`config.mk`:
```
export PLATFORM = sky130hd
export DESIGN_NAME = configurable_crc_engine_flat
export DESIGN_NICKNAME = d
export VERILOG_FILES = /design/src/design/ccrc_pkg.sv /design/src/design/ccrc_if.sv /design/src/design/ccrc_shift8.sv /design/src/design/ccrc_prep.sv /design/src/design/ccrc_core.sv /design/src/design/configurable_crc_engine.sv /design/src/flat_wrapper.sv
export SDC_FILE = /design/constraint.sdc
export NUM_CORES = 2
export LEC_CHECK = 0
export BUFFER_PORTS_ARGS = -buffer_cell sky130_fd_sc_hd__buf_2
export CORE_MARGIN = 3
export CORE_UTILIZATION = 30
export DETAILED_ROUTE_END_ITERATION = 16
export HOLD_SLACK_MARGIN = 0.15
export SETUP_SLACK_MARGIN = 0.2
export SYNTH_ARGS = -nofsm -noshare
export SYNTH_HDL_FRONTEND = slang
export SYNTH_SLANG_ARGS = --single-unit
```
`constraint.sdc`:
```
create_clock -name clk_i -period 7 [get_ports clk_i]
set_input_delay 0.35 -clock clk_i [delete_from_list [all_inputs] [get_ports clk_i]]
set_output_delay 0.35 -clock clk_i [all_outputs]
set_load 0.01 [all_outputs]
```
`src/design/ccrc_pkg.sv`:
```
package ccrc_pkg;

  // Fixed field widths of the channels.
  localparam int unsigned DataW   = 32;
  localparam int unsigned ByteW   = 8;
  localparam int unsigned OrderW  = 6;
  localparam int unsigned CfgIdxW = 3;

  // Default for the largest supported CRC order.
  localparam int unsigned MaxOrderDefault = 32;

  // Register map of the configuration port.
  typedef enum logic [CfgIdxW-1:0] {
    REG_ORDER,
    REG_POLY,
    REG_INIT,
    REG_INIT_DIRECT,
    REG_XOR_OUT,
    REG_REFLECT_IN,
    REG_REFLECT_OUT
  } ccrc_reg_e;

  // Register values after reset.
  localparam logic [OrderW-1:0] RstOrder      = 6'd16;
  localparam logic [DataW-1:0]  RstPoly       = 32'h0000_1021;
  localparam logic [DataW-1:0]  RstInit       = 32'h0000_FFFF;
  localparam logic              RstInitDirect = 1'b1;
  localparam logic [DataW-1:0]  RstXorOut     = 32'h0000_0000;

  // One input request as held in the input stage.
  typedef struct packed {
    logic [ByteW-1:0] data_byte;
    logic             has_byte;
    logic             first;
    logic             last;
  } ccrc_item_t;

  // Bit order controls.
  typedef struct packed {
    logic reflect_in;
    logic reflect_out;
  } ccrc_flags_t;

endpackage

```
`src/design/ccrc_if.sv`:
```
// Input stream: one message byte with framing flags.
interface ccrc_in_if;
  logic                        valid;
  logic                        ready;
  logic [ccrc_pkg::ByteW-1:0]  data_byte;
  logic                        has_byte;
  logic                        first;
  logic                        last;

  modport source (output valid, data_byte, has_byte, first, last, input ready);
  modport sink   (input valid, data_byte, has_byte, first, last, output ready);
endinterface

// Result stream: one finished CRC per message.
interface ccrc_out_if;
  logic                        valid;
  logic                        ready;
  logic [ccrc_pkg::DataW-1:0]  crc_value;

  modport source (output valid, crc_value, input ready);
  modport sink   (input valid, crc_value, output ready);
endinterface

// Configuration write channel.
interface ccrc_cfg_if;
  logic                          valid;
  logic                          ready;
  logic [ccrc_pkg::CfgIdxW-1:0]  index;
  logic [ccrc_pkg::DataW-1:0]    data;

  modport source (output valid, index, data, input ready);
  modport sink   (input valid, index, data, output ready);
endinterface

```
`src/design/ccrc_shift8.sv`:
```
// Eight unrolled shift steps of a CRC held MSB aligned, one input bit each.
// Step k runs only when its enable bit is set; bits are taken MSB first.
module ccrc_shift8 #(
  parameter int unsigned Width = 32
) (
  input  logic [Width-1:0] state_i,
  input  logic [7:0]       bits_i,
  input  logic [Width-1:0] poly_i,
  input  logic [7:0]       en_i,
  output logic [Width-1:0] state_o
);

  // Top bit XOR input bit selects the polynomial feedback.
  always_comb begin
    logic [Width-1:0] r;
    logic             fb;
    r = state_i;
    for (int k = 0; k < 8; k++) begin
      fb = r[Width-1] ^ bits_i[7-k];
      if (en_i[k]) begin
        r = {r[Width-2:0], 1'b0} ^ (fb ? poly_i : '0);
      end
    end
    state_o = r;
  end

endmodule

```
`src/design/ccrc_prep.sv`:
```
// Prepares the aligned polynomial and the start value of the CRC register
// after reset and after every configuration write. A non-direct initial
// value is shifted forward order times with zero input, eight steps a cycle.
module ccrc_prep #(
  parameter int unsigned Width = 32,
  parameter int unsigned OrdW  = 6
) (
  input  logic             clk_i,
  input  logic             rst_ni,
  input  logic             restart_i,
  input  logic [Width-1:0] poly_i,
  input  logic [Width-1:0] init_i,
  input  logic             direct_i,
  input  logic [OrdW-1:0]  order_i,
  input  logic [OrdW-1:0]  shift_i,
  output logic [Width-1:0] poly_al_o,
  output logic [Width-1:0] init_al_o,
  output logic             busy_o
);

  localparam int unsigned StepN = 8;
  localparam int unsigned CntW  = $clog2(Width + 2 * StepN);

  typedef enum logic [1:0] {
    PREP_LOAD,
    PREP_RUN,
    PREP_DONE
  } prep_state_e;

  prep_state_e      state_q;
  logic [CntW-1:0]  cnt_q;
  logic [Width-1:0] poly_q;
  logic [Width-1:0] reg_q;
  logic [CntW-1:0]  limit;
  logic [7:0]       step_en;
  logic [Width-1:0] reg_next;

  // A direct value needs no shift steps at all.
  assign limit = direct_i ? '0 : CntW'(order_i);

  // Enable only the clocks that are still due.
  always_comb begin
    for (int k = 0; k < StepN; k++) begin
      step_en[k] = (cnt_q + CntW'(k)) < limit;
    end
  end

  ccrc_shift8 #(
    .Width (Width)
  ) u_shift (
    .state_i (reg_q),
    .bits_i  (8'h00),
    .poly_i  (poly_q),
    .en_i    (step_en),
    .state_o (reg_next)
  );

  // Sequencer: load aligned values, then clock until the count is reached.
  always_ff @(posedge clk_i or negedge rst_ni) begin
    if (!rst_ni) begin
      state_q <= PREP_LOAD;
      cnt_q   <= '0;
      poly_q  <= '0;
      reg_q   <= '0;
    end else if (restart_i) begin
      state_q <= PREP_LOAD;
    end else begin
      unique case (state_q)
        PREP_LOAD: begin
          poly_q  <= poly_i << shift_i;
          reg_q   <= init_i << shift_i;
          cnt_q   <= '0;
          state_q <= PREP_RUN;
        end
        PREP_RUN: begin
          if (cnt_q >= limit) begin
            state_q <= PREP_DONE;
          end else begin
            reg_q <= reg_next;
            cnt_q <= cnt_q + CntW'(StepN);
          end
        end
        PREP_DONE: begin
          state_q <= PREP_DONE;
        end
        default: begin
          state_q <= PREP_LOAD;
        end
      endcase
    end
  end

  assign poly_al_o = poly_q;
  assign init_al_o = reg_q;
  assign busy_o    = (state_q != PREP_DONE);

endmodule

```
`src/design/ccrc_core.sv`:
```
// Byte datapath: input register, one byte of CRC update, result register.
// The running CRC is kept MSB aligned in Width bits; the low bits below the
// order stay zero.
module ccrc_core #(
  parameter int unsigned Width = 32,
  parameter int unsigned OrdW  = 6
) (
  input  logic                  clk_i,
  input  logic                  rst_ni,
  ccrc_in_if.sink               in_i,
  ccrc_out_if.source            out_o,
  input  logic                  busy_i,
  input  logic [Width-1:0]      poly_al_i,
  input  logic [Width-1:0]      init_al_i,
  input  ccrc_pkg::ccrc_flags_t flags_i,
  input  logic [Width-1:0]      xor_out_i,
  input  logic [OrdW-1:0]       shift_i,
  input  logic                  realign_i,
  input  logic [OrdW-1:0]       new_shift_i
);

  ccrc_pkg::ccrc_item_t in_item;
  ccrc_pkg::ccrc_item_t s1_item_q;
  logic                 s1_valid_q;
  logic                 s1_adv;
  logic                 in_accept;
  logic [Width-1:0]     crc_q;
  logic [Width-1:0]     crc_base;
  logic [Width-1:0]     crc_next;
  logic [Width-1:0]     crc_rev;
  logic [Width-1:0]     res_raw;
  logic [Width-1:0]     res;
  logic [Width-1:0]     mask;
  logic [7:0]           byte_bits;
  logic [7:0]           byte_en;
  logic                 out_valid_q;
  logic [Width-1:0]     out_crc_q;

  assign in_item = '{
    data_byte: in_i.data_byte,
    has_byte:  in_i.has_byte,
    first:     in_i.first,
    last:      in_i.last
  };

  // The stage moves on unless it holds a result and the output slot is full.
  assign s1_adv    = s1_valid_q && (!s1_item_q.last || !out_valid_q || out_o.ready);
  assign in_i.ready = !busy_i && (!s1_valid_q || s1_adv);
  assign in_accept = in_i.valid && in_i.ready;

  // Byte and start value selection.
  always_comb begin
    for (int k = 0; k < 8; k++) begin
      byte_bits[k] = flags_i.reflect_in ? s1_item_q.data_byte[7-k]
                                        : s1_item_q.data_byte[k];
    end
    byte_en  = s1_item_q.has_byte ? 8'hFF : 8'h00;
    crc_base = s1_item_q.first ? init_al_i : crc_q;
  end

  ccrc_shift8 #(
    .Width (Width)
  ) u_shift (
    .state_i (crc_base),
    .bits_i  (byte_bits),
    .poly_i  (poly_al_i),
    .en_i    (byte_en),
    .state_o (crc_next)
  );

  // Final value: reversing the aligned word gives the reflected CRC right
  // aligned; otherwise shift it down to the order.
  always_comb begin
    for (int k = 0; k < Width; k++) begin
      crc_rev[k] = crc_next[Width-1-k];
    end
    mask    = {Width{1'b1}} >> shift_i;
    res_raw = flags_i.reflect_out ? crc_rev : (crc_next >> shift_i);
    res     = (res_raw ^ xor_out_i) & mask;
  end

  // Control registers and the running CRC.
  always_ff @(posedge clk_i or negedge rst_ni) begin
    if (!rst_ni) begin
      s1_valid_q  <= 1'b0;
      out_valid_q <= 1'b0;
      crc_q       <= '0;
    end else begin
      if (in_accept) begin
        s1_valid_q <= 1'b1;
      end else if (s1_adv) begin
        s1_valid_q <= 1'b0;
      end

      if (s1_adv && s1_item_q.last) begin
        out_valid_q <= 1'b1;
      end else if (out_o.ready) begin
        out_valid_q <= 1'b0;
      end

      // An order change moves the register to its new alignment and drops
      // the bits above the new order.
      if (s1_adv) begin
        crc_q <= crc_next;
      end else if (realign_i) begin
        crc_q <= (crc_q >> shift_i) << new_shift_i;
      end
    end
  end

  // Payload registers.
  always_ff @(posedge clk_i) begin
    if (in_accept) begin
      s1_item_q <= in_item;
    end
    if (s1_adv && s1_item_q.last) begin
      out_crc_q <= res;
    end
  end

  assign out_o.valid     = out_valid_q;
  assign out_o.crc_value = ccrc_pkg::DataW'(out_crc_q);

endmodule

```
`src/design/configurable_crc_engine.sv`:
```
// Configurable CRC engine, one message byte per request.
// Channels: in_i carries data_byte, has_byte, first and last; out_o carries
// one crc_value for every request with last set; cfg_i writes the registers
// order, poly, init_value, init_is_direct, xor_out, reflect_in and
// reflect_out by index. cfg_i is always ready.
// Throughput is one request per cycle while neither stall below holds: a
// request is registered, its byte is folded into the running CRC by eight
// unrolled shift steps in the input stage, and the result of a request
// with last is then registered in the output register. After reset and
// after each configuration write the preparation sequencer aligns the
// polynomial and initial value and, for a non-direct initial value, clocks
// it forward eight steps a cycle; in_i is not ready meanwhile, through the
// load and run states of the sequencer.
// Reset loads the default CRC-16 settings and clears the running CRC.
// When out_o stalls, requests without last still flow; a request with last
// waits in the input stage and in_i drops ready until the result is taken.
module configurable_crc_engine #(
  parameter int unsigned MaxOrder = ccrc_pkg::MaxOrderDefault
) (
  input  logic        clk_i,
  input  logic        rst_ni,
  ccrc_in_if.sink     in_i,
  ccrc_out_if.source  out_o,
  ccrc_cfg_if.sink    cfg_i
);

  localparam int unsigned CrcW = (MaxOrder < ccrc_pkg::DataW) ? MaxOrder : ccrc_pkg::DataW;
  localparam int unsigned OrdW = $clog2(CrcW + 1);

  logic [ccrc_pkg::OrderW-1:0] order_q;
  logic [ccrc_pkg::DataW-1:0]  poly_q;
  logic [ccrc_pkg::DataW-1:0]  init_q;
  logic                        init_direct_q;
  logic [ccrc_pkg::DataW-1:0]  xor_out_q;
  ccrc_pkg::ccrc_flags_t       flags_q;
  logic                        cfg_accept;
  logic [OrdW-1:0]             order_eff;
  logic [OrdW-1:0]             shift_amt;
  logic [OrdW-1:0]             new_shift;
  logic                        realign;
  logic                        prep_busy;
  logic [CrcW-1:0]             poly_al;
  logic [CrcW-1:0]             init_al;

  // Zero counts as one; anything above the supported width saturates.
  function automatic logic [OrdW-1:0] eff_order(input logic [ccrc_pkg::OrderW-1:0] raw);
    logic [OrdW-1:0] o;
    if (raw == '0) begin
      o = OrdW'(1);
    end else if (raw > ccrc_pkg::OrderW'(CrcW)) begin
      o = OrdW'(CrcW);
    end else begin
      o = OrdW'(raw);
    end
    return o;
  endfunction

  assign cfg_i.ready = 1'b1;
  assign cfg_accept  = cfg_i.valid && cfg_i.ready;

  // Configuration registers.
  always_ff @(posedge clk_i or negedge rst_ni) begin
    if (!rst_ni) begin
      order_q       <= ccrc_pkg::RstOrder;
      poly_q        <= ccrc_pkg::RstPoly;
      init_q        <= ccrc_pkg::RstInit;
      init_direct_q <= ccrc_pkg::RstInitDirect;
      xor_out_q     <= ccrc_pkg::RstXorOut;
      flags_q       <= '0;
    end else if (cfg_accept) begin
      unique case (cfg_i.index)
        ccrc_pkg::REG_ORDER:       order_q             <= cfg_i.data[ccrc_pkg::OrderW-1:0];
        ccrc_pkg::REG_POLY:        poly_q              <= cfg_i.data;
        ccrc_pkg::REG_INIT:        init_q              <= cfg_i.data;
        ccrc_pkg::REG_INIT_DIRECT: init_direct_q       <= cfg_i.data[0];
        ccrc_pkg::REG_XOR_OUT:     xor_out_q           <= cfg_i.data;
        ccrc_pkg::REG_REFLECT_IN:  flags_q.reflect_in  <= cfg_i.data[0];
        ccrc_pkg::REG_REFLECT_OUT: flags_q.reflect_out <= cfg_i.data[0];
        default: begin
        end
      endcase
    end
  end

  // Alignment of the order inside the CRC word, now and after a write.
  assign order_eff = eff_order(order_q);
  assign shift_amt = OrdW'(CrcW) - order_eff;
  assign new_shift = OrdW'(CrcW) - eff_order(cfg_i.data[ccrc_pkg::OrderW-1:0]);
  assign realign   = cfg_accept && (cfg_i.index == ccrc_pkg::REG_ORDER);

  ccrc_prep #(
    .Width (CrcW),
    .OrdW  (OrdW)
  ) u_prep (
    .clk_i     (clk_i),
    .rst_ni    (rst_ni),
    .restart_i (cfg_accept),
    .poly_i    (poly_q[CrcW-1:0]),
    .init_i    (init_q[CrcW-1:0]),
    .direct_i  (init_direct_q),
    .order_i   (order_eff),
    .shift_i   (shift_amt),
    .poly_al_o (poly_al),
    .init_al_o (init_al),
    .busy_o    (prep_busy)
  );

  ccrc_core #(
    .Width (CrcW),
    .OrdW  (OrdW)
  ) u_core (
    .clk_i       (clk_i),
    .rst_ni      (rst_ni),
    .in_i        (in_i),
    .out_o       (out_o),
    .busy_i      (prep_busy),
    .poly_al_i   (poly_al),
    .init_al_i   (init_al),
    .flags_i     (flags_q),
    .xor_out_i   (xor_out_q[CrcW-1:0]),
    .shift_i     (shift_amt),
    .realign_i   (realign),
    .new_shift_i (new_shift)
  );

  // A configuration write always holds off requests while values are prepared.
  a_cfg_blocks_input: assert property (@(posedge clk_i) disable iff (!rst_ni)
    (cfg_i.valid && cfg_i.ready) |=> !in_i.ready)
    else $error("request channel ready right after a configuration write");

  // A message end reaches out_o through the input stage and output register.
  a_last_gives_result: assert property (@(posedge clk_i) disable iff (!rst_ni)
    (in_i.valid && in_i.ready && in_i.last) |-> ##2 out_o.valid)
    else $error("no result pending two cycles after a message end");

endmodule

```
`src/flat_wrapper.sv`:
```
// flat-port wrapper written by rule: the top's interface ports become plain ports
module configurable_crc_engine_flat 
#(
  parameter int unsigned MaxOrder = ccrc_pkg::MaxOrderDefault
)
  (clk_i, rst_ni, in_i_valid, in_i_data_byte, in_i_has_byte, in_i_first, in_i_last, in_i_ready, out_o_valid, out_o_crc_value, out_o_ready, cfg_i_valid, cfg_i_index, cfg_i_data, cfg_i_ready);
  ccrc_in_if in_i_i ();
  ccrc_out_if out_o_i ();
  ccrc_cfg_if cfg_i_i ();
  input  logic clk_i;
  input  logic rst_ni;
  input wire logic [$bits(in_i_i.valid)-1:0] in_i_valid;
  input wire logic [$bits(in_i_i.data_byte)-1:0] in_i_data_byte;
  input wire logic [$bits(in_i_i.has_byte)-1:0] in_i_has_byte;
  input wire logic [$bits(in_i_i.first)-1:0] in_i_first;
  input wire logic [$bits(in_i_i.last)-1:0] in_i_last;
  output wire logic [$bits(in_i_i.ready)-1:0] in_i_ready;
  output wire logic [$bits(out_o_i.valid)-1:0] out_o_valid;
  output wire logic [$bits(out_o_i.crc_value)-1:0] out_o_crc_value;
  input wire logic [$bits(out_o_i.ready)-1:0] out_o_ready;
  input wire logic [$bits(cfg_i_i.valid)-1:0] cfg_i_valid;
  input wire logic [$bits(cfg_i_i.index)-1:0] cfg_i_index;
  input wire logic [$bits(cfg_i_i.data)-1:0] cfg_i_data;
  output wire logic [$bits(cfg_i_i.ready)-1:0] cfg_i_ready;
  assign in_i_i.valid = in_i_valid;
  assign in_i_i.data_byte = in_i_data_byte;
  assign in_i_i.has_byte = in_i_has_byte;
  assign in_i_i.first = in_i_first;
  assign in_i_i.last = in_i_last;
  assign in_i_ready = in_i_i.ready;
  assign out_o_valid = out_o_i.valid;
  assign out_o_crc_value = out_o_i.crc_value;
  assign out_o_i.ready = out_o_ready;
  assign cfg_i_i.valid = cfg_i_valid;
  assign cfg_i_i.index = cfg_i_index;
  assign cfg_i_i.data = cfg_i_data;
  assign cfg_i_ready = cfg_i_i.ready;
  configurable_crc_engine #(.MaxOrder(MaxOrder)) u_core (.clk_i(clk_i), .rst_ni(rst_ni), .in_i(in_i_i), .out_o(out_o_i), .cfg_i(cfg_i_i));
endmodule
```
---- After elaboration in Yosys (flattened, before gate mapping) ----
Index checks and enable logic that the tools add are counted.
word-level totals
  register bits after elaboration ......... 254
  input bits .............................. 51
  output and inout bits ................... 35
  logic and storage cells ................. 174
cells by class
  order comparisons ....................... 11
  equal/unequal tests ..................... 11
  bitwise gates (word level) .............. 27
  multiplexer cells ....................... 61
  shift operators ......................... 6
  reduce and logical (&&, ||, !) cells .... 29
  $add $sub $neg .......................... 10
operators by type and width
  cell                                                                    count
  32-bit two-way mux                                                      37
  32-bit bitwise XOR                                                      17
  32-bit by 6-bit left shift with 32-bit output                           3
  32-bit one-hot mux with 2 select lines                                  1
  32-bit by 6-bit right shift with 32-bit output                          2
  6-bit < comparator                                                      8
  6-bit two-way mux                                                       6
  32-bit AND                                                              1
  32-bit by 6-bit right shift with 32-bit output (first input constant)   1
  6-bit by 3-bit adder with 6-bit output (second input constant)          4
  2-bit AND reduction                                                     8
  6-bit by 2-bit adder with 6-bit output (second input constant)          2
  6-bit greater-than comparator (second input constant)                   2
  6-bit zero test                                                         2
  1-bit two-way mux                                                       12
  6-bit one-hot mux with 2 select lines                                   1
  6-bit subtractor (first input constant)                                 2
  3-bit equality test (second input constant)                             3
  8-bit two-way mux                                                       1
  2-bit nonzero test                                                      4
  1-bit bitwise XOR                                                       8
  6-bit by 1-bit adder with 6-bit output (second input constant)          1
  6-bit by 4-bit adder with 6-bit output (second input constant)          1
  3-bit by 2-bit equality test with 1-bit output (second input constant)  2
  other kinds (15)                                                        26

---- Depth between registers and ports, before layout ----
  depth in word-level cells ............... 37
  depth in mapped cells ................... 33

---- Hierarchy ----
A second synthesis with hierarchy kept.
unflattened totals
  cell total of the unflattened synthesis .. 4428
  area, all modules ....................... 36697.7 µm²
by module, submodules not included
  module                   cells each  area each (µm²)  times used  seq. area each (µm²)
  ccrc_shift8              1179        7862.5           2           0.0
  ccrc_core                1135        10112.2          1           2142.1
  ccrc_prep                666         6401.1           1           1726.7
  configurable_crc_engine  269         4459.3           1           2653.8

---- Worst setup path after synthesis ----
No wires, ideal clock.
  path kind ............................... flip-flop to flip-flop
  start ................................... register u_core.u_core.s1_item_q[1] (netlist name)
  end ..................................... register u_core.u_core.out_crc_q[3] (netlist: u_core.u_core.out_o.crc_value[3]), data pin
  required time ........................... 6734 ps
  arrival time ............................ 6061 ps
  clock period less this slack ............ 6327 ps
  slack ................................... 673 ps
  cell stages (with the launch flop) ...... 26
  setup time .............................. 266 ps
  path through ............................ edfxtp_1 buf_6 mux2_2 xnor2_1 a211o_1 a22o_1 a31o_2 xnor2_1 o211ai_1 a21oi_1 a2111o_1 o22a_1 or3_4 and4_4 a2bb2oi_1 nor4_2 buf_4 buf_6 o31ai_1 a21bo_1 a221o_1 mux4_2 o211ai_1 a31oi_1 xnor2_1 a21oi_1
on the way
  cells in the longest elaborated chain, start to end .. 37
RTL lines
  element                                         line               source
  start: declaration                              ccrc_core.sv:23    ccrc_pkg::ccrc_item_t s1_item_q;
  start signal: assignment                        ccrc_core.sv:114   s1_item_q <= in_item;
  32-bit two-way mux (*)                          ccrc_core.sv:58    crc_base = s1_item_q.first ? init_al_i : crc_q;
  1-bit bitwise XOR                               ccrc_shift8.sv:19  fb = r[Width-1] ^ bits_i[7-k];
  32-bit two-way mux                              ccrc_shift8.sv:21  r = {r[Width-2:0], 1'b0} ^ (fb ? poly_i : '0);
  32-bit bitwise XOR                              ccrc_shift8.sv:21
  32-bit two-way mux (*)                          ccrc_shift8.sv:20  if (en_i[k]) begin
  1-bit bitwise XOR                               ccrc_shift8.sv:19
  32-bit two-way mux                              ccrc_shift8.sv:21
  32-bit bitwise XOR                              ccrc_shift8.sv:21
  [22 not listed]                                 --
  32-bit two-way mux                              ccrc_shift8.sv:21
  32-bit bitwise XOR                              ccrc_shift8.sv:21
  32-bit two-way mux (*)                          ccrc_shift8.sv:20
  32-bit by 6-bit right shift with 32-bit output  ccrc_core.sv:78    res_raw = flags_i.reflect_out ? crc_rev : (crc_next >> shift_i);
  32-bit two-way mux (*)                          ccrc_core.sv:78
  32-bit bitwise XOR (*)                          ccrc_core.sv:79    res = (res_raw ^ xor_out_i) & mask;
  32-bit AND (*)                                  ccrc_core.sv:79
  net u_core.u_core.res[3]                        ccrc_core.sv:32    logic [Width-1:0] res;
  end signal: assignment                          ccrc_core.sv:117   out_crc_q <= res;
  end: declaration                                ccrc_core.sv:37    logic [Width-1:0] out_crc_q;
Mark *: on every way through the listed nets, which the timed path passes. The rest lies on a longest branch.
A chain may end at the register's enable or synchronous reset.

---- Final worst setup path ----
  start ................................... register u_core.u_core.s1_item_q[1] (netlist name)
  end ..................................... register u_core.u_core.out_crc_q[6] (netlist: u_core.u_core.out_o.crc_value[6]), data pin
The elaborated chain is that of the path after synthesis.

==> metrics.cfg <==
[floorplan]
io_pins = 86
start_util_pct = 30.5
core-area_mm2 = 0.101
die_h_um = 326
die_x_um = 326
num_rows = 116
dieArea_mm2 = 0.106

[worst_setup_path]
critical_path_class = reg -> reg
r2r_cells = 29
r2r_end = u_core.u_core.out_o.crc_value[6]
arrival_ns = 7.36
crit_path_start_kind = flop
cp-end-kind = flop
critPathSlowestCell = edfxtp_1
startpoint = u_core.u_core.s1_item_q[1]
crit_fanout = 15
worstPathRequired_ns = 7.36
crit_family = compound AO/OA/AOI/OAI gates
ff2ff_setup_slack_ns = -0.005
cp-endpoint = u_core.u_core.out_o.crc_value[6]
cp.depth = 29
cpPeakStageDelay_ns = 0.48
path_buf_inv = 7
crit_top_cell = buf_4
reg2reg_from = u_core.u_core.s1_item_q[1]

[yosys]
avgSynthCellArea_um2 = 7.75
ys.flop_type = dfrtp_1
ys_seq_area_share_pct = 21.2
synth_nets = 4038
synth-async-reset-ratio_pct = 82.9
syn-cell-area_mm2 = 0.0308
synth-edff-count = 43
ys_ff_latch = 251
ys_types = 109
synth_warnings = 0
synthCells = 3970
synth_top_cell_by_area = dfrtp_1
synth.top_cell.area_share_pct = 15.2
synth.area.top_cells = dfrtp_1, mux2i_1, nand2_1

[clock_network]
cts.sinks = 251
clk_latency_ns = 0.64
clk_pin_slew_worst_paths_ns = 0.07
cts_buffer_depth = 3
cts_root_buf = clkbuf_16
numCtsBuffers = 30
htree_num_levels = 1
cts_tree = yes

[min_path]
holdCritPathClass = in -> reg
min_path_cells = 3

[layout]
syn2layout_area_growth_pct = 16.8
final.fill_count = 10500
final_common_cell = nand2_1
stdcell_area_mm2 = 0.0359
layout.nets = 4087
layout.area.seq_mm2 = 0.00652
final_layout_size_suffix_gt1_share_pct = 18.6
multi_input_area_mm2 = 0.0234
final_cell_mix = nand2_1, mux2i_1, xnor2_1, nor2_1, buf_4

[grt]
overflow = 0
grt_usage_pct = 24.4
grt_antenna_before_repair = 4
grt_pass1_vias = 29000
grt_pass1_wl_mm = 199
grt_max_degree = 113

[sta]
relSlewSlack_pct = 14.0
slew_viol_final = 0
setup_tns_ns = -0.00490
holdWs_ns = 0.187
period_minus_slack_ns = 7.00
finalClockSkew_ns = 0.0192
fmax_mhz = 143
fin_ws_ns = -0.00490
max_slew.worst_pin.slew_ns = 1.28
period_share_pct = 100
grt_setup_unrepaired = yes
hold_viol = 0
setup_viol = 1

[drt]
vias = 31700
drtAntennaViolNets = 0
drt_pre_antenna_iters = 5
routed_wl_mm = 137
route.detailed.drc = 0
drtIter0Drc = 3789
via_per_inst = 5.87
wire_per_inst_um = 25.3

[placement]
place_area_mm2 = 0.0334
gp_congestion = 1.01
dpl.hpwl_mm = 103
place_ws_ns = -0.138
port_buffers = 84

[status]
violations = setup timing
status = finished, violations left

[job]
maxCapViolCount = 0

-- sequential cells by signal, indices dropped and copies added, names as in the netlist --
signal / count
u_core.init_q: 32
u_core.u_core.s1_valid_q: 1
u_core.poly_q: 32
u_core.order_q: 6
u_core.u_prep.poly_al_o: 32
u_core.u_core.s1_item_q: 11
u_core.flags_q: 2
u_core.xor_out_q: 32
u_core.u_prep.state_q: 2
u_core.u_core.out_o.crc_value: 32
u_core.u_core.out_o.valid: 1
u_core.u_prep.init_al_o: 32
u_core.init_direct_q: 1
u_core.u_core.crc_q: 32
u_core.u_prep.cnt_q: 3
-- layout make-up --
cell class | count | area share, %
Clock buffer | 34 | 2.27
Inverter | 34 | 0.362
Multi-Input combinational cell | 3309 | 65.2
Antenna cell | 3 | 0.0209
Sequential cell | 251 | 18.2
Timing Repair Buffer | 393 | 8.47
Tap cell | 1357 | 4.72
Clock inverter | 22 | 0.783
-- layer usage --
layer | GRT usage, % | share of wire [%] | vias to the layer above
li1 | - | - | 14300
met1 | 33.6 | 42 | 15400
met2 | 36.8 | 43 | 1656
met3 | 4.45 | 9.3 | 321
met4 | 11.3 | 5.8 | 2
met5 | 0 | 0.0095 | -
-- per-stage QoR --
step                utilization, %  std cells
floorplan                        -       3970
global placement              33.1       5261
detailed placement            33.1       5261
CTS                           35.1       5378
global route                  35.6       5400
finish                        35.6       5403
-- how the worst min path moves through the flow --
stage	start	end	slack, ns
after detailed placement	rst_ni	u_core.xor_out_q[17]	0.43
after floorplan	rst_ni	u_core.flags_q[0]	0.05
after global routing	out_o_ready	u_core.u_core.out_o.valid	0.21
after CTS	out_o_ready	u_core.u_core.out_o.valid	0.17
after global placement	rst_ni	u_core.xor_out_q[17]	0.43
final	out_o_ready	u_core.u_core.out_o.valid	0.19
-- synthesized netlist by cell type, drive strengths merged (17+ instances only) --
master and instances:
o221ai 49, nand3 57, a21o 19, a21oi 229, mux2i 376, clkbuf 287
mux2 132, a31oi 26, dfrtp 187, o211ai 43, nor4b 20, buf 89
ha 17, o22ai 31, nor2 252, nand2 760, o31ai 36, xnor2 325
and3 28, nand4 38, inv 33, a211oi 64, a22o 17, edfxtp 43
o21ai 204, xor2 161, and2 45, nor3 56, a221oi 17, mux4 23
nand2b 26, dfstp 21
-- worst reg2reg max path: cells and delay by family (launching register included) --
kind / cells / cell delay (ns)
AO/OA/AOI/OAI: 13 / 2.72
AND/OR/NAND/NOR: 4 / 1.09
buffers and inverters: 7 / 1.06
multiplexers: 2 / 0.83
XOR/XNOR: 3 / 0.56
flip-flops: 1 / 0.48
-- logic make-up (layout without fill, tap and decap cells) --
family                   Yosys count  after routing  synth area share (%)
AO/OA/AOI/OAI                    922            922                  20.4
buffers and inverters            410            483                  5.21
other                              1              4                0.0122
adder cells (fa/ha/maj)           17             17                 0.691
XOR/XNOR                         493            493                  14.5
AND/OR/NAND/NOR                 1345           1345                  19.2
flip-flops                       251            251                  21.2
multiplexers                     531            531                  18.8
-- timing repair --
| item | CTS | global route |
|---|---|---|
| hold buffers | 45 | 0 |
| hold endpoints to repair | 174 | 0 |
| gates cloned | 0 | 2 |
| pin swaps | 15 | 26 |
| buffers inserted | 16 | 20 |
| gates resized for setup | 65 | 58 |
| setup endpoints to repair | 29 | 63 |
Power is left out: the tool's default activity adds up to more than one toggle a clock period on the data nets, which glitch-free logic cannot reach.
